File: src/rtl/set_assoc_cache_lru_tags_macros.svh
// assertion macros for the lru tag store
`ifndef SET_ASSOC_CACHE_LRU_TAGS_MACROS_SVH
`define SET_ASSOC_CACHE_LRU_TAGS_MACROS_SVH
`ifndef ASSERT_OFF
`define SCL_ASSERT_IMP(label, clk, rst_n, ante, cons) \
	label: assert property (@(posedge clk) disable iff (!rst_n) (ante) |-> (cons)) \
		else $error("assertion failed");
`define SCL_ASSERT_NXT(label, clk, rst_n, ante, cons) \
	label: assert property (@(posedge clk) disable iff (!rst_n) (ante) |=> (cons)) \
		else $error("assertion failed");
`else
`define SCL_ASSERT_IMP(label, clk, rst_n, ante, cons)
`define SCL_ASSERT_NXT(label, clk, rst_n, ante, cons)
`endif
`endif

File: src/rtl/scl_pkg.sv
// ------------------------------------------------------------------
// scl_pkg
// shared types and constants of the lru tag store
// ------------------------------------------------------------------
package scl_pkg;
	localparam int WAYS = 8;
	localparam int MAX_SET_BITS = 6;
	localparam int ADDR_BITS = 48;
	localparam int OUT_BITS = 48;
	localparam int SETS = 1 << MAX_SET_BITS;
	localparam int SET_W = (MAX_SET_BITS > 0) ? MAX_SET_BITS : 1;
	localparam int WAY_W = (WAYS > 1) ? $clog2(WAYS) : 1;
	localparam int WCNT_W = $clog2(WAYS + 1);
	localparam int LINE_W = 1 + ADDR_BITS + 32;

	typedef enum logic [1:0] {
		REG_BLOCK_BITS = 2'd0,
		REG_SET_BITS   = 2'd1,
		REG_WAYS       = 2'd2
	} reg_idx_t;

	typedef enum logic [1:0] {
		ST_HIT   = 2'd0,
		ST_FILL  = 2'd1,
		ST_EVICT = 2'd2,
		ST_FLUSH = 2'd3
	} status_t;

	typedef struct packed {
		logic                  valid;
		logic [ADDR_BITS-1:0]  tag;
		logic [31:0]           stamp;
	} line_t;

	typedef struct packed {
		logic [4:0]            bb;
		logic [2:0]            sb;
		logic [WCNT_W-1:0]     nw;
	} cfg_t;

	// request word
	typedef struct packed {
		logic                 op;
		logic [ADDR_BITS-1:0] address;
	} request_t;

	// result word
	typedef struct packed {
		status_t              status;
		logic [OUT_BITS-1:0]  evict_blk;
		logic [OUT_BITS-1:0]  fill_blk;
		logic                 flush_removed;
		logic [31:0]          hits_total;
		logic [31:0]          misses_total;
		logic [31:0]          evictions_total;
	} result_t;
endpackage

File: src/rtl/scl_lookup.sv
// ------------------------------------------------------------------
// scl_lookup
// way compare, free way search and lru victim select over one set
// ------------------------------------------------------------------
module scl_lookup (
	input  scl_pkg::line_t [scl_pkg::WAYS-1:0] lines,
	input  logic [scl_pkg::ADDR_BITS-1:0]      tag,
	input  logic [scl_pkg::WCNT_W-1:0]         nw,
	output logic                               hit,
	output logic [scl_pkg::WAY_W-1:0]          hit_way,
	output logic                               free,
	output logic [scl_pkg::WAY_W-1:0]          free_way,
	output logic [scl_pkg::WAY_W-1:0]          lru_way
);
	import scl_pkg::*;

	logic [31:0] best_stamp;

	// first matching and first free way
	always_comb begin
		hit = 1'b0;
		hit_way = '0;
		free = 1'b0;
		free_way = '0;
		for (int w = WAYS - 1; w >= 0; w--) begin
			if (WCNT_W'(w) < nw) begin
				if (lines[w].valid && lines[w].tag == tag) begin
					hit = 1'b1;
					hit_way = WAY_W'(w);
				end
				if (!lines[w].valid) begin
					free = 1'b1;
					free_way = WAY_W'(w);
				end
			end
		end
	end

	// oldest stamp, lowest way on a tie
	always_comb begin
		lru_way = '0;
		best_stamp = lines[0].stamp;
		for (int w = 1; w < WAYS; w++) begin
			if (WCNT_W'(w) < nw && lines[w].stamp < best_stamp) begin
				best_stamp = lines[w].stamp;
				lru_way = WAY_W'(w);
			end
		end
	end
endmodule

File: config.mk
export PLATFORM = sky130hd
export DESIGN_NAME = scl_lookup
export DESIGN_NICKNAME = d
export VERILOG_FILES = /design/src/rtl/set_assoc_cache_lru_tags_macros.svh /design/src/rtl/scl_pkg.sv /design/src/rtl/scl_lookup.sv
export SDC_FILE = /design/constraint.sdc
export NUM_CORES = 1
export LEC_CHECK = 0
export ABC_CLOCK_PERIOD_IN_PS = 50000
export BUFFER_PORTS_ARGS = -buffer_cell sky130_fd_sc_hd__clkbuf_2
export CORE_AREA = 2 2 278 280
export DETAILED_ROUTE_END_ITERATION = 7
export DIE_AREA = 0 0 280 282
export GPL_ROUTABILITY_DRIVEN = 1
export PLACE_DENSITY = 0.46
export SLEW_MARGIN = 15
export SYNTH_ARGS = -nofsm -noshare
export SYNTH_HDL_FRONTEND = slang
export SYNTH_SLANG_ARGS = --single-unit
File: constraint.sdc
create_clock -name vclk -period 50
set_clock_uncertainty 0.1 [all_clocks]
set_input_delay 0 -clock vclk [all_inputs]
set_output_delay 0 -clock vclk [all_outputs]
set_load 0.05 [all_outputs]
==> results.tsv, run 1 <==
metric	value	unit
Register Area	0	um2
sequential element share of the synthesized area	0	
gr ovfl total	0	
final hold violations	0	
worst stage delay on the critical path	730	ps
count leader, synth	ha_1	
Routed WL	85.7	mm
Seq cells	0	
worst hold stages	3	
TNS Setup	0	ps
pin count of the biggest net entering global routing	63	
largest area contributor in the netlist	ha_1	
Post-Synthesis Cells	1782	
Setup Buffers After CTS	0	
VDD IR max	0.0174	mV
critical path arrival	20320	ps
worst-path fanout max	62	
Post-route DRC	0	
final setup vio count	0	
Final Critical Period	20420	ps
core area	75700	um2
Die X	280	um
first-pass GRT wire length	115	mm
fillers	8620	
Final GP Congestion	0.982	
share of cells above drive strength 1	0.311	
placed wire-length estimate	78.0	mm
Lkg Pwr	8.66	nW
final hold slack	503	ps
Max Cap Viol	0	
pwr dens	26.6	nW/um2
Setup crit start kind	input pin	
antenna-violating nets left	0	
RSZ-0062 raised after global routing	false	
Hold Crit Class	input pin to output port	
Die Footprint	79000	um2
WL/cell	25.1	um
hold path startpoint	lines[80]	
Mean Syn Cell Area	7.03	um2
area grow syn2layout	36.7	%
Final nets	3335	
outcome	finished clean	
worst-margin pin slew	1220	ps
PortBufs	711	
Tot Pwr	455	uW
Top cell by count, worst path	o21ai_0	
Multi-input gate area	11500	um2
post-cts repair resize count	0	
number of vias per cell	4.68	
fmax	0.0490	GHz
cts hold-fix bufs	0	
DR pass1 iterations	6	
area share of the leading cell type in the synthesized netlist	0.209	
synthesized cell area	12500	um2
initial antenna violation count	36	
initial drt markers	1343	
Top Ports	711	
initial core utilization	0.165	
via count	16000	
normalized max-slew margin	0.179	
Critical Path Slowest Stage Cell	a31oi_4	
Clock buffer cells	0	
kind of critical path	input pin to output port	
vias in the first global route	15600	
overall routing resource usage	0.205	
synth unique cells	77	
Slew Limit Fails	0	
Setup crit end kind	output port	
site row count	101	
top post-synthesis cells by area	ha_1 21%, xor2_1 12%, xnor2_1 11%	
Post-Syn Nets	2691	
Data required, critical path	49900	ps
top post-synthesis cells by count	209 x ha_1, 180 x inv_1, 177 x xor2_1	
height of the die	282	um
Hold Path End	free_way[0]	
period utilisation layout	0.408	
Synthesis Warnings	0	
-- cell families (layout without fill, tap and decap cells) --
group,count (synthesis),after routing,share of synthesized area
AO/OA/AOI/OAI,411,411,0.208
XOR/XNOR,336,336,0.235
adder cells (fa/ha/maj),213,213,0.212
buffers and inverters,266,908,0.0838
multiplexers,71,71,0.0601
other,0,10,0
AND/OR/NAND/NOR,485,485,0.201
-- metrics by stage --
| stage | setup slack [ps] | util | instance area, um2 | cells |
|---|---|---|---|---|
| 6_report | 29580 | 0.226 | 17100 | 3412 |
| 5_1_grt | 27510 | 0.226 | 17100 | 3407 |
| 4_1_cts | 29480 | 0.226 | 17100 | 3402 |
| 3_5_place_dp | 29580 | 0.226 | 17100 | 3402 |
| 3_3_place_gp | 30020 | 0.226 | 17100 | 3402 |
| 2_1_floorplan | 33160 | - | 12500 | 1782 |
-- power breakdown --
group	internal, mW	total, mW	switching (mW)
Clock	0.0000000270	0.0000000270	0
Combinational	0.184	0.455	0.272
Sequential	0	0	0
-- how the worst max path moves through the flow --
stage	depth (start not counted)	start	end	slack, ps
3_5_place_dp	88	lines[30]	lru_way[1]	29580
4_1_cts	88	lines[30]	lru_way[1]	29480
6_report	95	lines[30]	lru_way[1]	29580
5_1_grt	95	lines[30]	lru_way[1]	27510
2_1_floorplan	94	lines[14]	lru_way[0]	33160
3_3_place_gp	88	lines[30]	lru_way[1]	30020
-- cell type report --
| cell class | count | area share |
|---|---|---|
| repair buffers | 728 | 0.215 |
| well taps | 978 | 0.0714 |
| multi-input cells | 1516 | 0.672 |
| inverters | 180 | 0.0395 |
| diodes | 10 | 0.00146 |
-- metal layers --
layer,vias to the layer above,share of wire,GRT usage
li1,7661,-,-
met2,794,0.40,0.298
met5,-,0.0034,0
met3,124,0.12,0.0871
met4,46,0.016,0.0274
met1,7336,0.46,0.284
-- critical path: cells and delay by family --
kind,cells,cell delay (ps)
AOI/OAI and AO/OA,50,10280
adders and majority gates,7,2120
buffers and inverters,11,3090
muxes,2,710
and+or+nand+nor,25,3970
-- placed cells by master (no fill, tap or decap), types with 5 or more instances in the layout --
cell type,Yosys,final
o221ai_1,6,6
o211ai_1,5,5
mux2_1,28,28
clkbuf_2,1,711
nand4_1,82,82
and3_1,6,6
nor3_1,24,24
xor2_1,177,177
mux2i_1,37,37
a221oi_1,10,10
nand2b_1,26,25
buf_4,2,17
nor2_1,92,92
diode_2,0,10
o22ai_1,22,22
or3_1,5,5
o21a_1,7,7
and4_1,7,7
mux2_2,6,6
a21oi_1,128,128
xnor2_1,159,159
nor4_1,57,56
or4_1,7,7
o21ai_0,109,109
nor2b_1,26,26
ha_1,209,209
a21o_1,34,34
a2111oi_0,6,6
nand3_1,29,29
inv_1,180,180
a211oi_1,14,14
o2111ai_1,7,7
nand2_1,106,106
a22oi_1,5,5
Note: power is estimated with default switching activity, not from simulation.
==> run 2, diff against run 1 <==
- ABC_CLOCK_PERIOD_IN_PS: 50000 -> 16400
- CORE_AREA: 2 2 278 280 -> 2 2 277 279
- DIE_AREA: 0 0 280 282 -> 0 0 279 281
- PLACE_DENSITY: 0.46 -> 0.48
- clock period: 50 -> 16.4 ns (I/O delays scaled with it)
==> results.tsv, run 2 (synthesis results as in run 1) <==
metric	value	unit
Post-route DRC	0	
Clk pwr share	0	
site row count	101	
Setup crit start kind	input pin	
area grow syn2layout	61.2	%
switching power	1.01	mW
final hold violations	0	
overall routing resource usage	0.215	
Die X	279	um
height of the die	281	um
most frequent cells in the layout	708 x clkbuf_2, 244 x buf_4, 194 x ha_1	
initial core utilization	0.166	
normalized max-slew margin	0.227	
Data required, critical path	16300	ps
number of vias per cell	4.65	
fmax	0.0634	GHz
Hold Crit Class	input pin to output port	
cts hold-fix bufs	0	
Die Footprint	78400	um2
Seq cells	0	
Lkg Pwr	10.1	nW
Placed Cells	3598	
period utilisation layout	0.962	
initial antenna violation count	43	
worst stage delay on the critical path	540	ps
final setup vio count	0	
non-filler cells, final	3668	
Placement Setup Slack	-728	ps
WL/cell	24.7	um
switching share of power	0.494	
internal power	1.04	mW
gr ovfl total	0	
DR pass1 iterations	5	
outcome	finished clean	
TNS Setup	0	ps
vias in the first global route	16400	
share of total power in combinational logic	1.000	
Slew Limit Fails	0	
antenna-violating nets left	0	
pin count of the biggest net entering global routing	33	
Max Cap Viol	0	
pwr dens	102	nW/um2
Final GP Congestion	1.03	
post-route setup slack	625	ps
worst-margin pin slew	1150	ps
first-pass GRT wire length	121	mm
Top Ports	711	
share of cells above drive strength 1	0.431	
worst-path fanout max	9	
PortBufs	711	
Critical Path Slowest Stage Cell	or4_4	
Setup crit end kind	output port	
Final nets	3588	
Register Area	0	um2
critical path arrival	15670	ps
Seq pwr share	0	
Clock buffer cells	0	
Final Critical Period	15770	ps
commonest non-fill, non-tap cell in the layout	clkbuf_2	
placed wire-length estimate	81.0	mm
kind of critical path	input pin to output port	
VDD IR max	0.0382	mV
Util after Layout	0.268	
initial drt markers	1378	
via count	17000	
core area	75400	um2
Routed WL	90.5	mm
Tot Pwr	2.06	mW
run 2: power groups by stage:
stage | Clock [mW] | Combinational, mW | Sequential [mW]
6_report | 0.000000100 | 2.06 | 0
5_1_grt | 0.0000000656 | 2.25 | 0
4_1_cts | 0 | 1.73 | 0
3_5_place_dp | 0 | 1.71 | 0
3_3_place_gp | 0 | 1.71 | 0
2_1_floorplan | 0 | 0.961 | 0
run 2: metal layers:
layer,part of all wire,GRT usage
met5,0.0034,0
met4,0.0098,0.0265
met1,0.45,0.296
met3,0.11,0.0822
met2,0.42,0.322
run 2: worst paths after layout:
kind,slack (ps),cells past startpoint,startpoint,to
worst max-delay path,630,83,lines[21],lru_way[1]
worst min-delay path,460,3,lines[80],free_way[0]
run 2: layout make-up:
class              count  area (um2)
fillers             8430       55300
multi-input cells   1518       12400
repair buffers       979        5840
well taps            978        1220
inverters            180         676
diodes                13        32.5
run 2: stage by stage:
| step | cell area [um2] | hold WS [ps] |
|---|---|---|
| 6_report | 20200 | 462 |
| 5_1_grt | 20200 | 480 |
| 3_3_place_gp | 18700 | 481 |
| 4_1_cts | 18700 | 483 |
| 2_1_floorplan | 12600 | 185 |
| 3_5_place_dp | 18700 | 483 |
run 2: what timing repair did:
item / 4_1_cts / 5_1_grt
cloned: 0 / 7
resized for setup: 11 / 217
hold endpoints to repair: 0 / 0
endpoints found under the setup margin: 3 / 3
pin swaps: 3 / 50
setup buffers: 3 / 48
run 2: worst max-delay path: cells and delay by family:
kind	cells	cell delay [ps]
compound gates	31	6300
fa+ha+maj	7	2030
buf+inv	21	2760
mux	2	540
simple gates	22	4020
